**src/rps_pkg.sv**
```systemverilog
package rps_pkg;

    // Signature table geometry
    localparam int SIG_COUNT  = 12;
    localparam int SIG_MAXLEN = 12;
    localparam int ALIVE_W    = 13;
    localparam int POS_W      = 4;
    localparam int SEEN_W     = POS_W + 1;

    // Bit positions in the alive vector
    localparam int BIT_HTTP_LO = 0;
    localparam int BIT_HTTP_HI = 7;
    localparam int BIT_SSH     = 8;
    localparam int BIT_PROXY1  = 9;
    localparam int BIT_PROXY2  = 10;
    localparam int BIT_TLS     = 11;
    localparam int BIT_SOCKS   = 12;

    localparam logic [POS_W-1:0]   POS_MAX   = '1;
    localparam logic [ALIVE_W-1:0] ALIVE_ALL = '1;

    // SOCKS version bytes
    localparam logic [7:0] SOCKS_V4 = 8'h04;
    localparam logic [7:0] SOCKS_V5 = 8'h05;

    // Result class codes
    localparam logic [2:0] CLASS_UNKNOWN = 3'd0;
    localparam logic [2:0] CLASS_TLS     = 3'd1;
    localparam logic [2:0] CLASS_HTTP    = 3'd2;
    localparam logic [2:0] CLASS_SSH     = 3'd3;
    localparam logic [2:0] CLASS_PROXY   = 3'd4;
    localparam logic [2:0] CLASS_SOCKS   = 3'd5;

    typedef logic [7:0] sig_row_t [SIG_MAXLEN];

    // Signature bytes, left aligned, zero padded
    localparam sig_row_t SIG_BYTES [SIG_COUNT] = '{
        '{8'h47, 8'h45, 8'h54, 8'h20, 8'h00, 8'h00, 8'h00, 8'h00, 8'h00, 8'h00, 8'h00, 8'h00},
        '{8'h50, 8'h4F, 8'h53, 8'h54, 8'h20, 8'h00, 8'h00, 8'h00, 8'h00, 8'h00, 8'h00, 8'h00},
        '{8'h50, 8'h55, 8'h54, 8'h20, 8'h00, 8'h00, 8'h00, 8'h00, 8'h00, 8'h00, 8'h00, 8'h00},
        '{8'h48, 8'h45, 8'h41, 8'h44, 8'h20, 8'h00, 8'h00, 8'h00, 8'h00, 8'h00, 8'h00, 8'h00},
        '{8'h4F, 8'h50, 8'h54, 8'h49, 8'h4F, 8'h4E, 8'h53, 8'h20, 8'h00, 8'h00, 8'h00, 8'h00},
        '{8'h43, 8'h4F, 8'h4E, 8'h4E, 8'h45, 8'h43, 8'h54, 8'h20, 8'h00, 8'h00, 8'h00, 8'h00},
        '{8'h44, 8'h45, 8'h4C, 8'h45, 8'h54, 8'h45, 8'h20, 8'h00, 8'h00, 8'h00, 8'h00, 8'h00},
        '{8'h50, 8'h41, 8'h54, 8'h43, 8'h48, 8'h20, 8'h00, 8'h00, 8'h00, 8'h00, 8'h00, 8'h00},
        '{8'h53, 8'h53, 8'h48, 8'h2D, 8'h00, 8'h00, 8'h00, 8'h00, 8'h00, 8'h00, 8'h00, 8'h00},
        '{8'h50, 8'h52, 8'h4F, 8'h58, 8'h59, 8'h20, 8'h00, 8'h00, 8'h00, 8'h00, 8'h00, 8'h00},
        '{8'h0D, 8'h0A, 8'h0D, 8'h0A, 8'h00, 8'h0D, 8'h0A, 8'h51, 8'h55, 8'h49, 8'h54, 8'h0A},
        '{8'h16, 8'h03, 8'h00, 8'h00, 8'h00, 8'h00, 8'h00, 8'h00, 8'h00, 8'h00, 8'h00, 8'h00}
    };

    // Bytes compared per signature
    localparam logic [POS_W-1:0] SIG_LEN [SIG_COUNT] = '{
        4'd4, 4'd5, 4'd4, 4'd5, 4'd8, 4'd8, 4'd7, 4'd6, 4'd4, 4'd6, 4'd12, 4'd2
    };

    // Minimum capture length per signature (TLS wants one byte beyond the compare)
    localparam logic [SEEN_W-1:0] SIG_NEED [SIG_COUNT] = '{
        5'd4, 5'd5, 5'd4, 5'd5, 5'd8, 5'd8, 5'd7, 5'd6, 5'd4, 5'd6, 5'd12, 5'd3
    };

    // One captured byte as it moves from the input register to the tracker
    typedef struct packed {
        logic [7:0] data_byte;
        logic       last;
    } rps_beat_t;

endpackage

```
**src/raw_protocol_sniffer_unit.sv**
```systemverilog
// Channel   Ports                              Direction  Carries
// s_        s_valid s_ready s_data_byte s_last  in        one captured byte per request
// m_        m_valid m_ready m_proto_class       out       one class per capture
//
// One byte accepted per cycle while no stalled result blocks the input; m_valid rises
// after the last byte of a capture is accepted (input register, then result register).
// The signature tracker updates once per byte leaving the input register.
// Reset (aresetn low, synchronous) empties both registers and restarts the capture.
// A stalled result holds only a byte marked last; bytes before it keep flowing.
module raw_protocol_sniffer_unit (
    input  logic       aclk,
    input  logic       aresetn,
    input  logic       s_valid,
    output logic       s_ready,
    input  logic [7:0] s_data_byte,
    input  logic       s_last,
    output logic       m_valid,
    input  logic       m_ready,
    output logic [2:0] m_proto_class
);

    logic               in_valid_reg, in_valid_next;
    rps_pkg::rps_beat_t in_beat_reg, in_beat_next;
    logic               out_valid_reg, out_valid_next;
    logic [2:0]         out_class_reg, out_class_next;
    logic               advance;
    logic [2:0]         beat_class;

    // A byte leaves the input register unless it closes a capture and the result is blocked
    assign advance = in_valid_reg && (!in_beat_reg.last || !out_valid_reg || m_ready);
    assign s_ready = !in_valid_reg || advance;

    rps_tracker u_tracker (
        .aclk        (aclk),
        .aresetn     (aresetn),
        .beat        (in_beat_reg),
        .advance     (advance),
        .proto_class (beat_class)
    );

    // Input register
    always_comb begin
        in_valid_next = in_valid_reg;
        in_beat_next  = in_beat_reg;
        if (s_valid && s_ready) begin
            in_valid_next = 1'b1;
            in_beat_next  = '{data_byte: s_data_byte, last: s_last};
        end else if (advance) begin
            in_valid_next = 1'b0;
        end
    end

    // Result register
    always_comb begin
        out_valid_next = out_valid_reg;
        out_class_next = out_class_reg;
        if (advance && in_beat_reg.last) begin
            out_valid_next = 1'b1;
            out_class_next = beat_class;
        end else if (m_ready) begin
            out_valid_next = 1'b0;
        end
    end

    always_ff @(posedge aclk) begin
        if (!aresetn) begin
            in_valid_reg  <= 1'b0;
            out_valid_reg <= 1'b0;
        end else begin
            in_valid_reg  <= in_valid_next;
            out_valid_reg <= out_valid_next;
        end
    end

    always_ff @(posedge aclk) begin
        in_beat_reg   <= in_beat_next;
        out_class_reg <= out_class_next;
    end

    assign m_valid       = out_valid_reg;
    assign m_proto_class = out_class_reg;

endmodule

```
**src/rps_tracker.sv**
```systemverilog
module rps_tracker (
    input  logic              aclk,
    input  logic              aresetn,
    input  rps_pkg::rps_beat_t beat,
    input  logic              advance,
    output logic [2:0]        proto_class
);

    logic [rps_pkg::POS_W-1:0]   pos_reg, pos_next;
    logic [rps_pkg::ALIVE_W-1:0] alive_reg, alive_next;
    logic [rps_pkg::ALIVE_W-1:0] alive_upd;
    logic [rps_pkg::SEEN_W-1:0]  seen;
    logic [rps_pkg::SIG_COUNT-1:0] sig_hit;

    // Knock out every signature the current byte disagrees with
    always_comb begin
        alive_upd = alive_reg;
        for (int i = 0; i < rps_pkg::SIG_COUNT; i++) begin
            if (pos_reg < rps_pkg::SIG_LEN[i] &&
                beat.data_byte != rps_pkg::SIG_BYTES[i][pos_reg]) begin
                alive_upd[i] = 1'b0;
            end
        end
        if (pos_reg == '0 && beat.data_byte != rps_pkg::SOCKS_V4 &&
            beat.data_byte != rps_pkg::SOCKS_V5) begin
            alive_upd[rps_pkg::BIT_SOCKS] = 1'b0;
        end
    end

    // Capture length including this byte
    assign seen = {1'b0, pos_reg} + rps_pkg::SEEN_W'(1);

    always_comb begin
        for (int i = 0; i < rps_pkg::SIG_COUNT; i++) begin
            sig_hit[i] = alive_upd[i] && (seen >= rps_pkg::SIG_NEED[i]);
        end
    end

    // Class by priority: tls, http, ssh, proxy, socks
    always_comb begin
        priority if (sig_hit[rps_pkg::BIT_TLS]) begin
            proto_class = rps_pkg::CLASS_TLS;
        end else if (|sig_hit[rps_pkg::BIT_HTTP_HI:rps_pkg::BIT_HTTP_LO]) begin
            proto_class = rps_pkg::CLASS_HTTP;
        end else if (sig_hit[rps_pkg::BIT_SSH]) begin
            proto_class = rps_pkg::CLASS_SSH;
        end else if (sig_hit[rps_pkg::BIT_PROXY1] || sig_hit[rps_pkg::BIT_PROXY2]) begin
            proto_class = rps_pkg::CLASS_PROXY;
        end else if (alive_upd[rps_pkg::BIT_SOCKS]) begin
            proto_class = rps_pkg::CLASS_SOCKS;
        end else begin
            proto_class = rps_pkg::CLASS_UNKNOWN;
        end
    end

    // State update: restart after the last byte, else step the position
    always_comb begin
        pos_next   = pos_reg;
        alive_next = alive_reg;
        if (advance) begin
            if (beat.last) begin
                pos_next   = '0;
                alive_next = rps_pkg::ALIVE_ALL;
            end else begin
                pos_next   = (pos_reg == rps_pkg::POS_MAX) ? pos_reg
                                                           : pos_reg + rps_pkg::POS_W'(1);
                alive_next = alive_upd;
            end
        end
    end

    always_ff @(posedge aclk) begin
        if (!aresetn) begin
            pos_reg   <= '0;
            alive_reg <= rps_pkg::ALIVE_ALL;
        end else begin
            pos_reg   <= pos_next;
            alive_reg <= alive_next;
        end
    end

endmodule

```
**config.mk**
```make
export PLATFORM = sky130hd
export DESIGN_NAME = raw_protocol_sniffer_unit
export DESIGN_NICKNAME = d
export VERILOG_FILES = /design/src/rps_pkg.sv /design/src/raw_protocol_sniffer_unit.sv /design/src/rps_tracker.sv
export SDC_FILE = /design/constraint.sdc
export NUM_CORES = 1
export LEC_CHECK = 0
export ABC_AREA = 1
export ABC_CLOCK_PERIOD_IN_PS = 3300
export BUFFER_PORTS_ARGS = -buffer_cell sky130_fd_sc_hd__buf_2
export CORE_MARGIN = 2
export CORE_UTILIZATION = 47
export DETAILED_ROUTE_END_ITERATION = 16
export GPL_ROUTABILITY_DRIVEN = 0
export GPL_TIMING_DRIVEN = 1
export PLACE_DENSITY_LB_ADDON = 0.3
export SYNTH_ARGS = -nofsm -noshare
export SYNTH_HDL_FRONTEND = slang
export SYNTH_SLANG_ARGS = --single-unit
```
**constraint.sdc**
```tcl
create_clock -name aclk -period 3.3 [get_ports aclk]
set_clock_uncertainty 0.05 [all_clocks]
set_input_delay 0.165 -clock aclk [delete_from_list [all_inputs] [get_ports aclk]]
set_output_delay 0.165 -clock aclk [all_outputs]
set_load 0.1 [all_outputs]
```
Word-level counts from Yosys, hierarchy flattened

Memories as Yosys holds them, arrays and structs flattened.
Cells that the tools add are included.

Register bits after elaboration: 31
Latch bits: 0
RAM bits: 0
Bits in read-only memories: 1,536
Input port bits: 13
Output and inout port bits: 5
Word-level logic and storage cells: 144
Memories: 12

Memories:

| name             | depth | bits a word | rd ports | clocked after Yosys merged registers in | wr ports | RTL line          | RTL |
|---|---|---|---|---|---|---|---|
| (name not given) | 16    | 8           | 1        | 0                                       | 0        | rps_tracker.sv:20 | `beat.data_byte != rps_pkg::SIG_BYTES[i][pos_reg]) begin` |
| (name not given) | 16    | 8           | 1        | 0                                       | 0        | rps_tracker.sv:20 |  |
| (name not given) | 16    | 8           | 1        | 0                                       | 0        | rps_tracker.sv:20 |  |
| (name not given) | 16    | 8           | 1        | 0                                       | 0        | rps_tracker.sv:20 |  |
| (name not given) | 16    | 8           | 1        | 0                                       | 0        | rps_tracker.sv:20 |  |
| (name not given) | 16    | 8           | 1        | 0                                       | 0        | rps_tracker.sv:20 |  |
| +6 memories      | n/a   | n/a         | n/a      | n/a                                     | n/a      | n/a               |  |

Add/sub/neg operators: 2
Multipliers: 0
Divide/modulo/power cells: 0
$lt $le $gt $ge: 15
Equal/unequal tests: 16
Shift-type cells: 0
Multiplexer cells: 48
Bitwise gates (word level): 1
Reductions and logical operators: 42

Operators by type and width:

| kind                                                                          | number |
|---|---|
| 8-bit two-way mux                                                             | 24 |
| 8-bit inequality test                                                         | 12 |
| 1-bit logical AND                                                             | 29 |
| 5-bit by 3-bit >= comparator with 1-bit output (second input constant)        | 4 |
| 1-bit two-way mux                                                             | 17 |
| 4-bit by 3-bit less-than comparator with 1-bit output (second input constant) | 4 |
| 8-bit by 3-bit inequality test with 1-bit output (second input constant)      | 2 |
| 13-bit two-way mux                                                            | 1 |
| 5-bit by 4-bit >= comparator with 1-bit output (second input constant)        | 2 |
| 10-bit OR reduction                                                           | 1 |
| 4-bit less-than comparator (second input constant)                            | 2 |
| 4-bit two-way mux                                                             | 2 |
| 8-bit OR reduction                                                            | 1 |
| 3-bit two-way mux                                                             | 2 |
| 4-bit by 1-bit adder with 5-bit output (second input constant)                | 1 |
| 5-bit by 2-bit >= comparator with 1-bit output (second input constant)        | 1 |
| 5-bit >= comparator (second input constant)                                   | 1 |
| 4-bit inverter with 5-bit output                                              | 1 |
| 4-bit by 1-bit adder with 4-bit output (second input constant)                | 1 |
| 4-bit == test (second input constant)                                         | 1 |
| 4-bit zero test                                                               | 1 |
| 1-bit logical OR                                                              | 4 |
| 4-bit by 2-bit less-than comparator with 1-bit output (second input constant) | 1 |
| 2-bit two-way mux                                                             | 2 |
| 4 further kinds                                                               | 7 |

Longest topological paths before layout

Gate-level depths: netlist of run 1.

Depth after elaboration: 12
Gate-level depth with buffers: 18
Depth with buffers taken out: 17

Cells and area by module

From an unflattened synthesis of run 1, not the netlist that was laid out.

Cell total of the unflattened synthesis: 476
Area, all modules: 2,796.4 µm²

Modules (own cells, without submodules):

| module                    | instances | cells each | area each (µm²) | seq. area each (µm²) |
|---|---|---|---|---|
| rps_tracker               | 1         | 446        | 2,317.2         | 340.3 |
| raw_protocol_sniffer_unit | 1         | 30         | 479.2           | 400.4 |

Least setup slack after synthesis of run 1

OpenSTA, ideal clock, no wires.

Kind: register -> register
From: reg out_valid_reg (netlist: m_valid)
To: reg in_beat_reg[0] (netlist bit) (enable)
Library setup time: 284 ps
Arrival time: 2,437 ps
Required time: 2,966 ps
Setup slack: 529 ps
Cell stages (with the launch flop): 6
Path buffers: 0
Period minus slack after synthesis: 2,771 ps
Cell sequence: dfxtp_1 -> inv_1 -> nor2_1 -> nand3_1 -> nand2_1 -> inv_1

Longest elaborated chain between the ends: 6

Ends and longest elaborated chain:

| what                           | RTL line                        | RTL |
|---|---|---|
| from (decl)                    | raw_protocol_sniffer_unit.sv:24 | `logic out_valid_reg, out_valid_next;` |
| from (signal assigned)         | raw_protocol_sniffer_unit.sv:71 | `out_valid_reg <= out_valid_next;` |
| 1-bit zero test                | raw_protocol_sniffer_unit.sv:30 | `assign advance = in_valid_reg && (!in_beat_reg.last \|\| !out_valid_reg \|\| m_ready);` |
| 1-bit logical OR (2 in series) | raw_protocol_sniffer_unit.sv:30 |  |
| 1-bit logical AND              | raw_protocol_sniffer_unit.sv:30 |  |
| 1-bit logical OR               | raw_protocol_sniffer_unit.sv:31 | `assign s_ready = !in_valid_reg \|\| advance;` |
| named net s_ready              | raw_protocol_sniffer_unit.sv:14 | `output logic s_ready,` |
| 1-bit logical AND              | raw_protocol_sniffer_unit.sv:45 | `if (s_valid && s_ready) begin` |
| to (signal assigned)           | raw_protocol_sniffer_unit.sv:76 | `in_beat_reg <= in_beat_next;` |
| to (decl)                      | raw_protocol_sniffer_unit.sv:23 | `rps_pkg::rps_beat_t in_beat_reg, in_beat_next;` |

The timed path passes the listed nets, and every way through them passes these cells.
A chain may end at the register's enable or synchronous reset.

Final worst setup path of run 1

From: reg u_tracker.pos_reg[0] (netlist bit)
To: reg out_class_reg[0] (netlist: m_proto_class[0]) (data pin)

Longest elaborated chain between the ends: 12
Elaborated cells between the ends (all ways): 110
Classes of those cells: add/sub (1); order compare (14); eq/ne (12); mux (41); bitwise (1); reduce/logical (29); memory (12)

Ends and longest elaborated chain:

| what                                                   | RTL line                        | RTL |
|---|---|---|
| from (decl)                                            | rps_tracker.sv:9                | `logic [rps_pkg::POS_W-1:0] pos_reg, pos_next;` |
| from (signal assigned)                                 | rps_tracker.sv:77               | `pos_reg <= pos_next;` |
| 4-bit inverter with 5-bit output (implied by the code) | rps_tracker.sv:20               |  |
| memory 16 x 8 bit                                      | n/a                             |  |
| 8-bit two-way mux (implied by the code) (2 in series)  | rps_tracker.sv:20               |  |
| 8-bit inequality test                                  | rps_tracker.sv:20               |  |
| 1-bit logical AND                                      | rps_tracker.sv:19               | `if (pos_reg < rps_pkg::SIG_LEN[i] &&` |
| 1-bit two-way mux                                      | rps_tracker.sv:19               |  |
| 1-bit logical AND                                      | rps_tracker.sv:35               | `sig_hit[i] = alive_upd[i] && (seen >= rps_pkg::SIG_NEED[i]);` |
| 1-bit logical OR                                       | rps_tracker.sv:47               | `end else if (sig_hit[rps_pkg::BIT_PROXY1] \|\| sig_hit[rps_pkg::BIT_PROXY2]) begin` |
| 3-bit two-way mux                                      | rps_tracker.sv:47               |  |
| 2-bit two-way mux                                      | rps_tracker.sv:45               | `end else if (sig_hit[rps_pkg::BIT_SSH]) begin` |
| 2-bit two-way mux                                      | rps_tracker.sv:43               | `end else if (\|sig_hit[rps_pkg::BIT_HTTP_HI:rps_pkg::BIT_HTTP_LO]) begin` |
| to (signal assigned)                                   | raw_protocol_sniffer_unit.sv:77 | `out_class_reg <= out_class_next;` |
| to (decl)                                              | raw_protocol_sniffer_unit.sv:25 | `logic [2:0] out_class_reg, out_class_next;` |

Parallel ways exist; a longest one is shown, timed or not. The select of a mux whose other input is x is not followed.

==> results of run 1 <==
==> worst max path at each step <==
stage                                     from                to  depth (start not counted)
after floorplan                        m_valid    in_beat_reg[0]                          5
after global placement    u_tracker.pos_reg[0]  m_proto_class[1]                         15
after detailed placement  u_tracker.pos_reg[0]  m_proto_class[0]                         15
after CTS                 u_tracker.pos_reg[0]  m_proto_class[0]                         15
after global routing      u_tracker.pos_reg[0]  m_proto_class[0]                         17
final                     u_tracker.pos_reg[0]  m_proto_class[0]                         15
==> layout make-up <==
type / count / area (um^2) / share of cell area
Inverter: 46 / 173 / 0.0556
Timing Repair Buffer: 25 / 153 / 0.0492
Clock inverter: 1 / 5.00 / 0.00161
Clock buffer: 7 / 86.3 / 0.0278
Tap cell: 75 / 93.8 / 0.0302
Multi-Input combinational cell: 396 / 1850 / 0.597
Sequential cell: 31 / 741 / 0.239
==> per-layer routing <==
layer,routed length [um],track usage,part of all wire
met2,3840,0.432,0.44
met1,3590,0.367,0.41
met4,365,0.111,0.042
met5,0,0,0
met3,945,0.0707,0.11
==> per-stage QoR <==
step                      worst slack (ns)  instances  cell area (um^2)  hold WS [ns]
after global placement               0.787        570              2980         0.291
final                                0.598        581              3100       0.00334
after CTS                            0.669        579              3080      0.000929
after floorplan                      0.529        494              2900         0.214
after detailed placement             0.686        570              2980         0.294
after global routing                 0.283        581              3100       0.00251
==> what timing repair did <==
item,4_1_cts,5_1_grt
setup buffers,0,0
hold buffers,1,2
hold endpoints to repair,1,2
==> where the power goes <==
| part | switching [uW] | internal (uW) | leakage [uW] |
|---|---|---|---|
| clock network | 142 | 168 | 0.0000482 |
| registers | 27.9 | 420 | 0.000271 |
| logic | 132 | 64.2 | 0.00129 |
==> cell usage in the layout, fill, tap and decap left out <==
master,instances
a211o_1,1
a21boi_1,1
a21oi_1,27
buf_2,17
buf_4,5
clkbuf_1,1
clkbuf_8,6
clkinv_1,3
clkinv_2,1
dfxtp_1,19
dlygate4sd3_1,3
edfxtp_1,12
ha_1,12
inv_1,38
inv_2,5
nand2_1,184
nand2_2,3
nand2_4,1
nand3_1,86
nand3b_1,1
nand4_1,11
nor2_1,40
nor2_2,2
nor2_4,1
nor3_1,3
nor4_1,1
o21ai_0,13
o21ai_1,2
o21ai_2,1
o22ai_1,1
or2_0,1
or2_2,1
xnor2_1,1
xor2_1,2
==> cells in the mapped netlist (all sizes together) (7+ instances only) <==
library cell  number
nand2            188
nand3             86
inv               43
nor2              43
a21oi             27
dfxtp             19
o21ai             16
buf               14
edfxtp            12
ha                12
nand4             11
clkbuf             7
==> logic make-up after synthesis <==
kind of cell | Yosys count | synth area share
compound gates | 46 | 0.0832
xor+xnor | 3 | 0.00905
fa+ha+maj | 12 | 0.0517
buf+inv | 67 | 0.107
flops | 31 | 0.255
simple gates | 335 | 0.494
==> results.json, run 1 <==
{
  "grt_pass1_wl_mm": 14.3,
  "yosysWarnings": 0,
  "num_io_pins": 18,
  "drive_gt1_frac": 0.0850,
  "fmax_ghz": 0.370,
  "end_kind": "flip-flop",
  "grt_pass1_vias": 3027,
  "synth_edf_count": 12,
  "avgSynthCellArea_um2": 5.88,
  "power_leakage_uw": 0.00161,
  "ant_nets": 0,
  "critical_path.max_stage_delay_ns": 0.58,
  "r2r-end": "m_proto_class[0]",
  "relSlewSlack": 0.571,
  "wire_per_inst_um": 15.0,
  "status": "finished clean",
  "drc_errors": 0,
  "synthArstFlopShare": 0,
  "dieArea_um2": 6820,
  "syn_nets": 519,
  "grtUsageTotal": 0.278,
  "coreArea_um2": 5960,
  "critical_path_class": "flip-flop to flip-flop",
  "cts_buffers": 5,
  "cpMostUsedCell": "nand2_1",
  "synth_cell_types": 32,
  "first_pass_iters": 5,
  "layout_min_cycle_time_ns": 2.70,
  "clock-sinks": 31,
  "yosys_register_bits": 31,
  "cts_buffer_depth": 2,
  "nNetsFinal": 530,
  "whs_path_depth": 1,
  "drt_iter0_drc": 553,
  "tightest_slew_ns": 0.642,
  "utilization": 0.521,
  "ctsResizeCount": 0,
  "areaGrowthSynthToFinish_pct": 6.89,
  "cap_violations": 0,
  "cp_num_buf_inv": 1,
  "finalMaxSlewViolations": 0,
  "cp_top_family": "simple AND/OR/NAND/NOR gates",
  "holdPathEnd": "in_beat_reg[5]",
  "synth-seq-area-share": 0.255,
  "wl_mm": 8.74,
  "yosys_most_used_dff": "dfxtp_1",
  "cts.htree.levels": 2,
  "hold_class": "input pin to flip-flop",
  "yosysTopAreaCellShare": 0.238,
  "worstHoldStart": "s_data_byte[4]",
  "via_per_inst": 5.80,
  "slowest_stage": "dfxtp_1",
  "fp.dieH_um": 82.6,
  "power_density_nw_per_um2": 307,
  "antenna_found_initial": 0,
  "grt_max_degree": 40,
  "cts_root_buffer": "clkbuf_8",
  "finalHoldViolCount": 0,
  "r2r_slack_ns": 0.60,
  "clock_latency_ns": 0.28,
  "fillers": 655,
  "largest_reg_flops": 13,
  "dp_hpwl_mm": 6.42,
  "power_uw": 954,
  "syn_area_um2": 2900,
  "rsz0062_at_grt": "false",
  "peakVddDrop_uv": 231,
  "die_x_um": 82.6,
  "fin_crit_sh": 0.819,
  "crit_chain": "inv_2 > ha_1 > nand2_1 > nor2_1 > nand2_1 > nand2_1 > nand3_1 > nor2_1 > nand3_1 > nand2_1 > nand3_1 > nand3_1 > nand2_1 > nand2_1 > nand2_1",
  "r2r_start": "u_tracker.pos_reg[0]",
  "num_vias": 3370,
  "startpoint_type": "flip-flop",
  "floorplan.initialDensity": 0.488,
  "r2r_cells": 15,
  "num_rows": 28,
  "synth_top_area_cell": "nand2_1",
  "cts_tree": "built",
  "diodes": 0,
  "crit_required_ns": 3.29,
  "fin_setup_tns_ns": 0,
  "path_max_fanout": 12,
  "ys_top_cells_by_area": "nand2_1, nand3_1, dfxtp_1",
  "synth_cells": 494,
  "grt_overflow": 0,
  "io_buffer_count": 17,
  "arrival_ns": 2.69,
  "clkTransAtPathRegs_ns": 0.07,
  "finalSetupViolations": 0
}
Power figures use the tool's default switching activity.
==> run 2, diff against run 1 <==
--- a/config.mk
+++ b/config.mk
@@ -6,7 +6,7 @@
 export NUM_CORES = 1
 export LEC_CHECK = 0
 export ABC_AREA = 1
-export ABC_CLOCK_PERIOD_IN_PS = 3300
+export ABC_CLOCK_PERIOD_IN_PS = 2500
 export BUFFER_PORTS_ARGS = -buffer_cell sky130_fd_sc_hd__buf_2
 export CORE_MARGIN = 2
 export CORE_UTILIZATION = 47
==> constraint.sdc (replaced) <==
create_clock -name aclk -period 2.5 [get_ports aclk]
set_clock_uncertainty 0.05 [all_clocks]
set_input_delay 0.125 -clock aclk [delete_from_list [all_inputs] [get_ports aclk]]
set_output_delay 0.125 -clock aclk [all_outputs]
set_load 0.1 [all_outputs]
==> results.json, run 2 (synthesized netlist as in run 1, its figures left out) <==
{
  "hold_class": "input pin to flip-flop",
  "dr_wl_met2_mm": 4.10,
  "dieArea_um2": 6820,
  "ant_nets": 0,
  "drt_iter0_drc": 512,
  "clock-sinks": 31,
  "grt_max_degree": 40,
  "io_buffer_count": 17,
  "finalSetupViolations": 0,
  "antenna_found_initial": 0,
  "cts.htree.levels": 2,
  "arrival_ns": 2.29,
  "cts_tree": "built",
  "status": "finished clean",
  "crit_chain": "buf_6 > ha_2 > ha_1 > nand2_2 > nand2_1 > nand2_1 > nand3_1 > nor2_1 > nand3_1 > nand2_1 > nand3_1 > nand2_1 > nor2_1 > nand3_1 > nand2_1 > nand2_1",
  "path_max_fanout": 13,
  "relSlewSlack": 0.653,
  "clkTransAtPathRegs_ns": 0.07,
  "grt_pass1_wl_mm": 15.5,
  "drive_gt1_frac": 0.127,
  "areaGrowthSynthToFinish_pct": 15.0,
  "power_leakage_uw": 0.00171,
  "critical_path.max_stage_delay_ns": 0.36,
  "cts_root_buffer": "clkbuf_8",
  "met3_wirelength_mm": 1.09,
  "fin_crit_sh": 0.918,
  "cts_buffer_depth": 2,
  "diodes": 0,
  "grt_pass1_vias": 3244,
  "wl_mm": 9.56,
  "largest_reg_flops": 13,
  "fin_setup_tns_ns": 0,
  "coreArea_um2": 5960,
  "place_area_um2": 3110,
  "fp.dieH_um": 82.6,
  "power_density_nw_per_um2": 415,
  "slowest_stage": "dfxtp_1",
  "critical_path_class": "flip-flop to flip-flop",
  "fin_area_um2": 3340,
  "grtUsageTotal": 0.300,
  "rsz0062_at_grt": "false",
  "holdWs_ns": 0.0457,
  "via_per_inst": 5.80,
  "num_rows": 28,
  "tightest_slew_ns": 0.520,
  "cp_num_buf_inv": 1,
  "highest_layer": "met4",
  "peakVddDrop_uv": 329,
  "wl_met1_mm": 3.69,
  "drc_errors": 0,
  "first_pass_iters": 8,
  "final_cell_mix": "nand2_1, nand3_1, inv_1, nor2_1, a21oi_1",
  "startpoint_type": "flip-flop",
  "wire_per_inst_um": 15.9,
  "post_cts_buffers": 0,
  "finalMaxSlewViolations": 0,
  "fmax_ghz": 0.436,
  "layout_min_cycle_time_ns": 2.30,
  "finalHoldViolCount": 0,
  "end_kind": "flip-flop",
  "grt_overflow": 0,
  "floorplan.initialDensity": 0.488,
  "power_uw": 1380,
  "cts_buffers": 5,
  "cap_violations": 0,
  "num_io_pins": 18,
  "die_x_um": 82.6,
  "cpMostUsedCell": "nand2_1",
  "clock_latency_ns": 0.28,
  "nNetsFinal": 551,
  "crit_required_ns": 2.50,
  "dp_hpwl_mm": 6.93,
  "num_vias": 3489,
  "cp_top_family": "simple AND/OR/NAND/NOR gates",
  "final_common_cell": "nand2_1"
}
[run 2: power breakdown]
part / switching, uW / internal (uW) / total, uW
Sequential: 24.0 / 555 / 579
Clock: 200 / 298 / 499
Combinational: 201 / 106 / 307
[run 2: timing repair]
action                                 in CTS  in global routing
setup endpoints to repair                   0                  3
gates resized for setup                     0                 10
endpoints found under the hold margin       9                  0
hold buffers                                9                  0
[run 2: tightest hold or removal path, delay by kind of cell]
kind | cells | cell delay [ns]
AOI/OAI and AO/OA | 1 | 0.08
buffers and inverters | 2 | 0.14
[run 2: final timing paths]
| check | start | to | slack (ns) | depth (start not counted) |
|---|---|---|---|---|
| worst max register to register | u_tracker.pos_reg[1] | m_proto_class[1] | 0.20 | 16 |
| worst min register to register | u_tracker.alive_reg[8] | u_tracker.alive_reg[8] | 0.42 | 2 |
| worst max-delay path | u_tracker.pos_reg[1] | m_proto_class[1] | 0.20 | 16 |
| worst min-delay path | aresetn | m_valid | 0.05 | 3 |
[run 2: layer usage]
| metal | vias up | track usage |
|---|---|---|
| li1 | 1670 | - |
| met2 | 232 | 0.456 |
| met5 | - | 0 |
| met1 | 1517 | 0.383 |
| met4 | 0 | 0.184 |
| met3 | 70 | 0.0707 |
[run 2: final cells by class]
cell class | count | area, um^2
multi-input cells | 396 | 1880
repair buffers | 46 | 342
flip-flops and latches | 31 | 742
clock buffers | 7 | 76.3
inverters | 46 | 173
fillers | 599 | 2620
well taps | 75 | 93.8
clock inverters | 1 | 30.0
[run 2: stage by stage]
step | setup WS [ns] | utilization | instances
final | 0.205 | 0.561 | 602
after global routing | 0.0180 | 0.561 | 602
after CTS | 0.175 | 0.556 | 602
after detailed placement | 0.175 | 0.523 | 585
after global placement | 0.207 | 0.523 | 585
after floorplan | 0.0888 | - | 494
